--- config.mk ---
export PLATFORM = sky130hd
export DESIGN_NAME = asdp_queue
export DESIGN_NICKNAME = d
export VERILOG_FILES = /design/src/sv/asdp_pkg.sv /design/src/sv/asdp_queue.sv
export SDC_FILE = /design/constraint.sdc
export NUM_CORES = 1
export LEC_CHECK = 0
export ABC_CLOCK_PERIOD_IN_PS = 2500
export BUFFER_PORTS_ARGS = -buffer_cell sky130_fd_sc_hd__buf_2
export CAP_MARGIN = 20
export CORE_MARGIN = 1
export CORE_UTILIZATION = 48
export CTS_BUF_LIST = sky130_fd_sc_hd__clkbuf_4
export DETAILED_ROUTE_END_ITERATION = 10
export PLACE_DENSITY = 0.77
export RECOVER_POWER = 25
export REMOVE_ABC_BUFFERS = 1
export SLEW_MARGIN = 20
export SYNTH_ARGS = -nofsm -noshare
export SYNTH_HDL_FRONTEND = slang
export SYNTH_SLANG_ARGS = --single-unit
--- constraint.sdc ---
create_clock -name i_clk -period 2.5 [get_ports i_clk]
set_input_delay 0.375 -clock i_clk [delete_from_list [all_inputs] [get_ports i_clk]]
set_output_delay 0.375 -clock i_clk [all_outputs]
set_load 0.01 [all_outputs]
--- src/sv/asdp_pkg.sv ---
`default_nettype none
package asdp_pkg;

    localparam int SAMPLE_W   = 16;
    localparam int OFFSET_W   = 17;
    localparam int WORD_W     = 32;
    localparam int CFG_DATA_W = 17;
    localparam int CFG_IDX_W  = 2;
    localparam int QUEUE_DEPTH = 2;

    typedef enum logic [CFG_IDX_W-1:0] {
        CFG_CHANNEL_MODE     = 2'd0,
        CFG_FOURTEEN_BIT     = 2'd1,
        CFG_DOWNSAMPLE_SHIFT = 2'd2,
        CFG_FRAGMENT_BYTES   = 2'd3
    } t_cfg_idx;

    typedef enum logic {
        OP_FRAME = 1'b0,
        OP_TABLE = 1'b1
    } t_opcode;

    typedef struct packed {
        logic [1:0]          channel_mode;
        logic                fourteen_bit;
        logic [1:0]          downsample_shift;
        logic [OFFSET_W-1:0] fragment_bytes;
    } t_cfg;

    // one frame after byte selection
    typedef struct packed {
        logic [7:0] left_msb;
        logic [7:0] right_msb;
        logic [7:0] left_lsb;
        logic [7:0] right_lsb;
        logic       end_of_chunk;
    } t_frame;

    function automatic logic is_stereo(input t_cfg c);
        return c.channel_mode[0];
    endfunction

    function automatic logic is_conv(input t_cfg c);
        return c.channel_mode[1] & c.fourteen_bit;
    endfunction

endpackage
`default_nettype wire

--- src/sv/asdp_queue.sv ---
`default_nettype none
module asdp_queue (
    input  wire logic             i_clk,
    input  wire logic             i_rst_n,
    input  wire logic             i_push,
    input  wire asdp_pkg::t_frame i_data,
    output logic                  o_full,
    input  wire logic             i_pop,
    output asdp_pkg::t_frame      o_data,
    output logic                  o_empty
);
    import asdp_pkg::*;

    localparam int PTR_W = $clog2(QUEUE_DEPTH);
    localparam int CNT_W = $clog2(QUEUE_DEPTH + 1);

    t_frame           r_mem [QUEUE_DEPTH];
    logic [PTR_W-1:0] r_wr_ptr, r_rd_ptr;
    logic [CNT_W-1:0] r_count, n_count;
    logic             do_push, do_pop;

    assign o_full  = (r_count == CNT_W'(QUEUE_DEPTH));
    assign o_empty = (r_count == '0);
    assign do_push = i_push & ~o_full;
    assign do_pop  = i_pop & ~o_empty;
    assign o_data  = r_mem[r_rd_ptr];

    always_comb begin
        n_count = r_count;
        if (do_push && !do_pop) begin
            n_count = r_count + CNT_W'(1);
        end else if (do_pop && !do_push) begin
            n_count = r_count - CNT_W'(1);
        end
    end

    always_ff @(posedge i_clk) begin
        if (do_push) begin
            r_mem[r_wr_ptr] <= i_data;
        end
    end

    always_ff @(posedge i_clk) begin
        if (!i_rst_n) begin
            r_wr_ptr <= '0;
            r_rd_ptr <= '0;
            r_count  <= '0;
        end else begin
            r_count <= n_count;
            if (do_push) begin
                r_wr_ptr <= (r_wr_ptr == PTR_W'(QUEUE_DEPTH - 1)) ? '0 : r_wr_ptr + PTR_W'(1);
            end
            if (do_pop) begin
                r_rd_ptr <= (r_rd_ptr == PTR_W'(QUEUE_DEPTH - 1)) ? '0 : r_rd_ptr + PTR_W'(1);
            end
        end
    end

endmodule
`default_nettype wire

==> impl_results.md <==
* Total gr overflow at 0
* Pwr Density at 962 nW/um^2
* Synthesized area at between 2000 and 3000 sq um
* Top FF cell, synth: edfxtp_1
* Number of clock buffers inserted by TritonCTS at 9
* Transition time at the pin with the least slew margin at 766 ps
* Number of buffers inserted by hold repair at cts at 0
* Number of enable-type register cells in the synthesized netlist at 66
* Width of the die at roughly 76 um
* Highest fanout seen on the critical path at 17
* Number of cell rows at 26
* Sequential cell area fraction in the yosys report at 79.8%
* Critical Path End Type: primary output
* Ranking of synthesized cells by instance count: edfxtp_1 (66), mux2_2 (33), dfxtp_1 (5)
* Routability cong. at 0.705
* Cell taking the most area after synthesis: edfxtp_1
* Leakage Power at 0.00121 uW
* Largest voltage drop on the vdd net at 0.545 mV
* Per-cell via count in the routed design at roughly 4.9
* Vias in the first global route at 1330
* CP startpoint kind: register
* Overall die area at 5730 sq um
* Tightest hold margin at 153 ps
* Outcome: finished, final reports clean
* Clock Tree Root: clkbuf_4
* Maximum number of pins on one net before global-route repair at 34
* Count of different cell masters after synthesis at 20
* Max clock buf depth at 2
* Pins over their slew limit at 0
* Number of vias after detailed routing at between 1000 and 1500
* Most common cell in the synthesized netlist: edfxtp_1
* Main area contributors after synthesis: edfxtp_1 (76%), mux2_2 (14%), dfxtp_1 (3.8%)
* Fraction of registers with async set or reset after synthesis at 0%
* Type of the worst setup path: reg2out
* Drt first pass iters at 4
* CP Data Arrival Time at 1510 ps
* Count of input and output buffers at 71
* CTS clk-pin slew, worst paths at 110 ps
* Final #Nets at 247
* Height of the die at 75.7 um
* Number of ports placed on the die boundary at 72
* Filler Cell Count at between 400 and 500
* Core Region at 5170 sq um
* Slew margin rel. at 49.0%
* Residual antenna-violating net count after detailed routing at 0
* Clock tree from TritonCTS: yes
* Max-cap violation count at 0
* Final hold vios at 0
* Count of cells resized by post-cts repair at 0
* Clock network latency to the later pin of the worst-skew pair at 400 ps
* Average size of a mapped cell at approximately 20 sq um
* Number of standard cells after synthesis at 128
* Detailed-route wire length at slightly below 4000 um
* Classification of the worst-slack hold path: in2reg
* Fraction of layout instances using a drive strength above 1 at about three fifths
* GR Util All Layers at 14.5%
* Post-route fraction of the period consumed by the critical path at 75.4%
* Area Growth Syn to Fin at 23.0%
* Portion of synthesized cell area occupied by the leading cell type at 76.0%
* Antenna violations before repair at 0
* Setup clock skew after layout at between 10 and 15 ps
* # setup viols final at 0
* Data required time of the critical path at 2120 ps
* Total DRC errors in the routed layout at 0
* Post-Route Setup TNS at 0 ps
* Number of antenna repair diodes at 0
* CTS Sinks at 71
* Number of buffers added for setup after CTS at 0
* Register bit count reported by yosys at 71
* Fmax at 530 MHz
* Starting utilization of the core area at 50.4%
* Post-detailed-route wirelength per cell at 13.8 um
* Number of levels in the clock H-tree at 3
* Post-layout min period at 1890 ps
* Detailed-placement wirelength estimate at approximately 2500 um
* Count of routing violations after the opening detailed-route iteration at 28
* Warnings from Yosys at 0
* Unrepaired setup endpoints after global routing: no
* Global-route wire length before repair at 5630 um
[kinds of logic after synthesis]
kind of cell | count (synthesis) | synth area share (%)
multiplexers | 33 | 14.3
AND/OR/NAND/NOR | 9 | 2.11
AO/OA/AOI/OAI | 5 | 1.25
adder cells (fa/ha/maj) | 1 | 0.480
XOR/XNOR | 3 | 1.01
flip-flops | 71 | 79.8
buffers and inverters | 6 | 1.06
[worst max-delay path, stage by stage, from the launching register on]
cell	delay, ps
dfxtp_1	340
buf_4	260
mux2_2	380
buf_2	140
[power breakdown]
| group | internal, uW | switching [uW] |
|---|---|---|
| logic | 417 | 433 |
| clock network | 313 | 377 |
| registers | 1490 | 51.1 |
[state kept, by name, indices dropped and copies added, names as in the netlist, named ones only]
register / cells
r_count: 2
r_mem: 66
r_wr_ptr: 1
r_rd_ptr: 1
[path summary, 6_finish.rpt]
| check | startpoint | endpoint | slack (ps) | cells after the start |
|---|---|---|---|---|
| hold reg to reg | r_count[1]$_SDFFE_PN0P_ | r_count[1]$_SDFFE_PN0P_ | 540 | 2 |
| setup / recovery | register | o_data[23] | 610 | 3 |
| hold / removal | i_data[13] | r_mem[1][13]$_DFFE_PP_ | 150 | 1 |
| setup reg to reg | r_count[0]$_SDFFE_PN0P_ | r_mem[1][7]$_DFFE_PP_ | 820 | 2 |
[routing by layer]
| metal | vias up | part of all wire [%] | GRT usage, % |
|---|---|---|---|
| li1 | 658 | - | - |
| met1 | 659 | 41 | 15.2 |
| met2 | 55 | 49 | 24.7 |
| met3 | 10 | 7.1 | 5.03 |
| met4 | 0 | 2.3 | 9.88 |
| met5 | - | 0 | 0 |
[area by class of cell]
class	instances	area, sq um	area share [%]
timing repair buffer	74	389	12.1
clock buffer	10	75.1	2.34
tap	70	87.6	2.73
clock inverter	6	61.3	1.91
inverter	2	7.51	0.234
multi-input combinational	51	505	15.8
sequential	71	2080	64.9
[placed cells by master (no fill, tap or decap), drive strengths merged, types with 3 or more instances in the layout]
cell type	Yosys	layout
buf	4	73
edfxtp	66	66
mux2	33	33
clkbuf	0	11
dfxtp	5	5
clkinv	0	4
and2	3	3
[per-stage QoR]
| step | setup slack (ps) | cell area [sq um] | util (%) | power (uW) | instances |
|---|---|---|---|---|---|
| after floorplan | 149 | 2590 | - | 2100 | 124 |
| after global placement | 822 | 3070 | 59.4 | 2420 | 268 |
| after detailed placement | 798 | 3070 | 59.4 | 2440 | 268 |
| after CTS | 579 | 3210 | 62.0 | 3130 | 284 |
| after global routing | 534 | 3210 | 62.0 | 3250 | 284 |
| final | 615 | 3210 | 62.0 | 3090 | 284 |
Note: power is estimated with default switching activity, not from simulation.
