--- src/sv/asdp_pkg.sv ---
`default_nettype none
package asdp_pkg;

    localparam int SAMPLE_W   = 16;
    localparam int OFFSET_W   = 17;
    localparam int WORD_W     = 32;
    localparam int CFG_DATA_W = 17;
    localparam int CFG_IDX_W  = 2;
    localparam int QUEUE_DEPTH = 2;

    typedef enum logic [CFG_IDX_W-1:0] {
        CFG_CHANNEL_MODE     = 2'd0,
        CFG_FOURTEEN_BIT     = 2'd1,
        CFG_DOWNSAMPLE_SHIFT = 2'd2,
        CFG_FRAGMENT_BYTES   = 2'd3
    } t_cfg_idx;

    typedef enum logic {
        OP_FRAME = 1'b0,
        OP_TABLE = 1'b1
    } t_opcode;

    typedef struct packed {
        logic [1:0]          channel_mode;
        logic                fourteen_bit;
        logic [1:0]          downsample_shift;
        logic [OFFSET_W-1:0] fragment_bytes;
    } t_cfg;

    // one frame after byte selection
    typedef struct packed {
        logic [7:0] left_msb;
        logic [7:0] right_msb;
        logic [7:0] left_lsb;
        logic [7:0] right_lsb;
        logic       end_of_chunk;
    } t_frame;

    function automatic logic is_stereo(input t_cfg c);
        return c.channel_mode[0];
    endfunction

    function automatic logic is_conv(input t_cfg c);
        return c.channel_mode[1] & c.fourteen_bit;
    endfunction

endpackage
`default_nettype wire

--- src/sv/asdp_back.sv ---
`default_nettype none
module asdp_back (
    input  wire logic                          i_clk,
    input  wire logic                          i_rst_n,
    input  wire asdp_pkg::t_cfg                i_cfg,
    input  wire logic                          i_q_empty,
    input  wire asdp_pkg::t_frame              i_q_data,
    output logic                               o_q_pop,
    output logic                               o_empty,
    input  wire logic                          i_pop,
    output logic [asdp_pkg::OFFSET_W-1:0]      o_byte_offset,
    output logic [asdp_pkg::WORD_W-1:0]        o_left_msb_word,
    output logic [asdp_pkg::WORD_W-1:0]        o_right_msb_word,
    output logic [asdp_pkg::WORD_W-1:0]        o_left_lsb_word,
    output logic [asdp_pkg::WORD_W-1:0]        o_right_lsb_word
);
    import asdp_pkg::*;

    logic [2:0]          r_phase, n_phase;
    logic [1:0]          r_packed, n_packed;
    logic [OFFSET_W-1:0] r_offset, n_offset, off_adv;
    logic [WORD_W-1:0]   r_lm, r_rm, r_ll, r_rl;
    logic [WORD_W-1:0]   n_lm, n_rm, n_ll, n_rl;
    logic                r_out_valid, n_out_valid;
    logic                stereo, conv, kept, emit, go;
    logic [2:0]          mask;

    assign stereo = is_stereo(i_cfg);
    assign conv   = is_conv(i_cfg);
    assign mask   = 3'((4'd1 << i_cfg.downsample_shift) - 4'd1);
    assign kept   = (r_phase == 3'd0);
    assign emit   = kept & (r_packed == 2'd3);
    // a frame that emits needs the output slot free or being taken
    assign go      = ~i_q_empty & (~emit | ~r_out_valid | i_pop);
    assign o_q_pop = go;
    assign o_empty = ~r_out_valid;

    always_comb begin
        n_lm = r_lm;
        n_rm = r_rm;
        n_ll = r_ll;
        n_rl = r_rl;
        n_packed = r_packed;
        if (kept) begin
            n_lm = {r_lm[WORD_W-9:0], i_q_data.left_msb};
            if (stereo) begin
                n_rm = {r_rm[WORD_W-9:0], i_q_data.right_msb};
            end
            if (conv) begin
                n_ll = {r_ll[WORD_W-9:0], i_q_data.left_lsb};
                if (stereo) begin
                    n_rl = {r_rl[WORD_W-9:0], i_q_data.right_lsb};
                end
            end
            n_packed = r_packed + 2'd1;
        end
        n_phase  = (r_phase + 3'd1) & mask;
        off_adv  = emit ? r_offset + OFFSET_W'(4) : r_offset;
        n_offset = (i_q_data.end_of_chunk && off_adv >= i_cfg.fragment_bytes) ? '0 : off_adv;
    end

    always_comb begin
        n_out_valid = r_out_valid;
        if (go && emit) begin
            n_out_valid = 1'b1;
        end else if (i_pop) begin
            n_out_valid = 1'b0;
        end
    end

    always_ff @(posedge i_clk) begin
        if (!i_rst_n) begin
            r_phase     <= '0;
            r_packed    <= '0;
            r_offset    <= '0;
            r_lm        <= '0;
            r_rm        <= '0;
            r_ll        <= '0;
            r_rl        <= '0;
            r_out_valid <= 1'b0;
        end else begin
            r_out_valid <= n_out_valid;
            if (go) begin
                r_phase  <= n_phase;
                r_packed <= n_packed;
                r_offset <= n_offset;
                r_lm     <= n_lm;
                r_rm     <= n_rm;
                r_ll     <= n_ll;
                r_rl     <= n_rl;
            end
        end
    end

    always_ff @(posedge i_clk) begin
        if (go && emit) begin
            o_byte_offset    <= r_offset;
            o_left_msb_word  <= n_lm;
            o_right_msb_word <= stereo ? n_rm : n_lm;
            o_left_lsb_word  <= conv ? n_ll : '0;
            o_right_lsb_word <= conv ? (stereo ? n_rl : n_ll) : '0;
        end
    end

endmodule
`default_nettype wire

--- config.mk ---
export PLATFORM = sky130hd
export DESIGN_NAME = asdp_back
export DESIGN_NICKNAME = d
export VERILOG_FILES = /design/src/sv/asdp_pkg.sv /design/src/sv/asdp_back.sv
export SDC_FILE = /design/constraint.sdc
export NUM_CORES = 1
export LEC_CHECK = 0
export BUFFER_PORTS_ARGS = -buffer_cell sky130_fd_sc_hd__clkbuf_2
export CAP_MARGIN = 20
export CORE_UTILIZATION = 55
export CTS_CLUSTER_SIZE = 16
export DETAILED_ROUTE_END_ITERATION = 8
export PLACE_DENSITY_LB_ADDON = 0.3
export SYNTH_ARGS = -nofsm -noshare
export SYNTH_HDL_FRONTEND = slang
export SYNTH_SLANG_ARGS = --single-unit
--- constraint.sdc ---
create_clock -name i_clk -period 9.4 [get_ports i_clk]
set_input_delay 0.94 -clock i_clk [delete_from_list [all_inputs] [get_ports i_clk]]
set_output_delay 0.94 -clock i_clk [all_outputs]
set_load 0.1 [all_outputs]
==> metrics.sh <==
AVGROUTEDWIREPERCELL_MICRONS=16.9
R2R_START='r_phase[0]'
PLACE_WS_NS=5.39
CP_MAX_FO=46
FINALHOLDVIOLCOUNT=0
GRT_USAGE_PCT=25.8
DRTANTENNAVIOLNETS=0
NUM_ROWS=55
GRT_PASS1_WL_MM=49.1
FIN_TOTAL_PWR_mW=2.87
CTS_REPAIR_RESIZE_COUNT=0
DETAILROUTE.VIA_COUNT=10100
SYNTH_FF_TYPE='sky130_fd_sc_hd__dfxtp_1'
GROUTE.LAYER.MET3.USAGE_PCT=3.33
NUMBER_OF_GLOBAL_ROUTE_VIAS_BEFORE_REPAIR=9394
SYNTH-EDFF-COUNT=143
CRITICAL_PATH_ARRIVAL_NS=3.19
CRITPATHKIND='flop to primary output'
DETAIL_ROUTE.ITER0.VIOLATIONS=807
TOTAL_LEAKAGE_POWER_nW=5.74
DPL_CELL_AREA_SQ_MM=0.0137
YS_SEQ_AREA_SHARE_PCT=57.6
FINISH_STAGE_SETUP_VIOLS=0
FINAL_CELL_MIX='sky130_fd_sc_hd__nand2_1, sky130_fd_sc_hd__clkbuf_2, sky130_fd_sc_hd__nor2_1, sky130_fd_sc_hd__dfxtp_1, sky130_fd_sc_hd__edfxtp_1'
CRITICAL_PATH.STARTPOINT_TYPE='flop'
WORST_CLOCK_SKEW_NS=0.00879
GR-TOTAL-OVERFLOW=0
GRT_ANTENNA_BEFORE_REPAIR=1
HORIZ_DIE_DIM_MICRONS=154
DRV_SLEW=0
CRIT_REQUIRED_NS=8.46
FINALINSTANCEAREA_SQ_MM=0.0147
DIE_HEIGHT_MICRONS=154
END_KIND='primary output'
MAX_SLEW.WORST_PIN.SLEW_NS=1.10
CTS_TREE='done'
GRT-BUSIEST-LAYER='met2'
FINAL.MIN_CLOCK_PERIOD_NS=4.13
MIN-DELAY-PATH-CLASS='flop to flop'
YOSYS_REGISTER_BITS=292
CTS_ROOT_BUF='sky130_fd_sc_hd__clkbuf_16'
CORE_AREA_SQ_MM=0.0226
START_UTIL_PCT=55.9
CTS_HOLD_REPAIR.BUFFERS=0
DR.PASS1.ITERS=5
LAYOUT.CELLS.MOST_COMMON='sky130_fd_sc_hd__nand2_1'
YOSYS_TOP_CELL_AREA_SHARE_PCT=34.0
DESIGN.FINAL.NETS=1571
FINAL_GP_CONGESTION=0.845
DRIVE_ABOVE_1_SHARE_PCT=18.6
CP-STARTPOINT='r_phase[0]'
FLOORPLAN.DIE_AREA_SQ_MM=0.0236
GROUTE.LAYER.MET1.USAGE_PCT=35.6
CTS.SINK_COUNT=292
RSZ_0062_RAISED_AFTER_GLOBAL_ROUTING='false'
POST-SYNTH-TOP-AREA-CELL='sky130_fd_sc_hd__edfxtp_1'
CTS_POST_SETUP_BUFFERS_INSERTED=0
CTS_BUFFERS=30
MAPPEDNETLISTAREA_SQ_MM=0.0126
HPWLAFTERDP_MM=19.5
PORT_BUFFERS=203
SYNTH_AREA_LEADERS='sky130_fd_sc_hd__edfxtp_1, sky130_fd_sc_hd__dfxtp_1, sky130_fd_sc_hd__nand2_1'
SYNTH.AVG_CELL_AREA_SQ_UM=9.43
SYNTHESIS.YOSYS.WARNINGS=0
DISTINCT_CELL_TYPE_COUNT_OF_THE_SYNTHESIZED_NETLIST=52
SETUP_WS_NS=5.27
RELSLEWSLACK_PCT=26.9
ROUTE.DETAILED.DRC=0
TIMING.REG2REG.SETUP_SLACK_NS=5.51
POST_DRT_VIA_CELL_RATIO=5.63
FINAL.PERIOD_UTILIZATION_PCT=44.0
CTS_HTREE_LEVELS=1
GRT.MET2_USAGE_PCT=43.4
GRT_MAX_DEGREE=98
ROUTED_WL_MM=30.5
HOLD_PATH.STARTPOINT='r_rm[25]'
RUN_STATUS='finished clean'
POSTSYNTHCELLCOUNT=1339
SETUP-TNS-FINAL_NS=0
FLOW.AREA_GROWTH_FROM_SYNTHESIS_PCT=16.5
WORSTSKEWPAIRLATENCY_NS=0.54
SYNTH_ASYNC_SR_FLOP_SHARE_PCT=0
FMAX_MHz=242
CTS_BUFFER_DEPTH=3
POWER_DENSITY_mW_PER_MM2=195
FILLCELLCOUNT=1839
IOS=206
DRV_CAP=0
CLKSLEWWORSTSETUPHOLDPATHS_NS=0.06
IR_DROP_V=0.000140
## Yosys cell counts (2+ instances only)
master and number:
sky130_fd_sc_hd__a211oi_1 32, sky130_fd_sc_hd__a21oi_1 75, sky130_fd_sc_hd__a311oi_1 32, sky130_fd_sc_hd__a31oi_1 33
sky130_fd_sc_hd__a32o_1 7, sky130_fd_sc_hd__and3_1 2, sky130_fd_sc_hd__buf_1 13, sky130_fd_sc_hd__buf_2 17
sky130_fd_sc_hd__buf_4 10, sky130_fd_sc_hd__buf_6 5, sky130_fd_sc_hd__clkbuf_1 49, sky130_fd_sc_hd__dfxtp_1 149
sky130_fd_sc_hd__edfxtp_1 143, sky130_fd_sc_hd__ha_1 19, sky130_fd_sc_hd__inv_1 23, sky130_fd_sc_hd__mux2i_1 33
sky130_fd_sc_hd__nand2_1 376, sky130_fd_sc_hd__nand3_1 8, sky130_fd_sc_hd__nand4_1 3, sky130_fd_sc_hd__nor2_1 182
sky130_fd_sc_hd__nor2_4 2, sky130_fd_sc_hd__nor2b_1 35, sky130_fd_sc_hd__nor3_1 36, sky130_fd_sc_hd__nor4_2 3
sky130_fd_sc_hd__o21ai_0 5, sky130_fd_sc_hd__o21ai_2 2, sky130_fd_sc_hd__o31ai_1 2, sky130_fd_sc_hd__xnor2_1 7
sky130_fd_sc_hd__xor2_1 13
## kinds of logic (layout without fill, tap and decap cells)
logic type	Yosys count	in the layout	share of synthesized area, %
AND/OR/NAND/NOR	660	660	21.8
multiplexers	33	33	2.62
buffers and inverters	118	295	4.27
flip-flops	292	292	57.6
adder cells (fa/ha/maj)	19	19	1.88
other	1	3	0.0297
AO/OA/AOI/OAI	196	196	10.3
XOR/XNOR	20	20	1.39
## power by group
part | internal (mW) | switching, mW | total [mW]
Clock | 0.743 | 0.482 | 1.23
Sequential | 1.37 | 0.0226 | 1.39
Combinational | 0.0714 | 0.190 | 0.261
## routing by layer
| metal | up-vias | wire (microns) |
|---|---|---|
| met1 | 4817 | 13400 |
| met4 | 0 | 511 |
| met3 | 40 | 1950 |
| li1 | 4891 | - |
| met5 | - | 0 |
| met2 | 396 | 14700 |
## cell type report
| type | count | area, sq um | share of cell area [%] |
|---|---|---|---|
| multi-input cells | 930 | 4840 | 32.9 |
| inverters | 24 | 93.8 | 0.638 |
| flip-flops and latches | 292 | 7280 | 49.5 |
| diodes | 1 | 2.50 | 0.0170 |
| repair buffers | 215 | 1110 | 7.54 |
| clock inverters | 14 | 170 | 1.16 |
| clock buffers | 42 | 857 | 5.83 |
| well taps | 285 | 357 | 2.43 |
## sequential cells by signal, indices dropped and copies added (netlist names), 32 cells and up
register,cells
r_rl,32
o_left_msb_word,32
o_right_msb_word,32
r_lm,32
o_right_lsb_word,32
r_ll,32
r_rm,32
o_left_lsb_word,32
## per-stage QoR
| step | utilization [%] | instances | hold slack (ns) |
|---|---|---|---|
| after floorplan | - | 1340 | 0.403 |
| after global placement | 60.6 | 1746 | 0.442 |
| after detailed placement | 60.6 | 1746 | 0.448 |
| after CTS | 65.1 | 1802 | 0.457 |
| after global routing | 65.1 | 1802 | 0.478 |
| final | 65.1 | 1803 | 0.456 |
## path summary, 6_finish.rpt
check | end | cells after the start
setup / recovery | o_q_pop | 6
hold / removal | r_rm[25] | 2
setup reg to reg | o_left_lsb_word[26] | 8
hold reg to reg | r_rm[25] | 2
## worst max-delay path, cell delays in order, from the launching register on
cell,delay (ns)
sky130_fd_sc_hd__dfxtp_1,0.33
sky130_fd_sc_hd__inv_1,0.06
sky130_fd_sc_hd__ha_1,0.24
sky130_fd_sc_hd__and3b_1,0.33
sky130_fd_sc_hd__a21o_4,0.50
sky130_fd_sc_hd__clkinv_2,0.62
sky130_fd_sc_hd__clkbuf_2,0.55
Power figures use the tool's default switching activity.
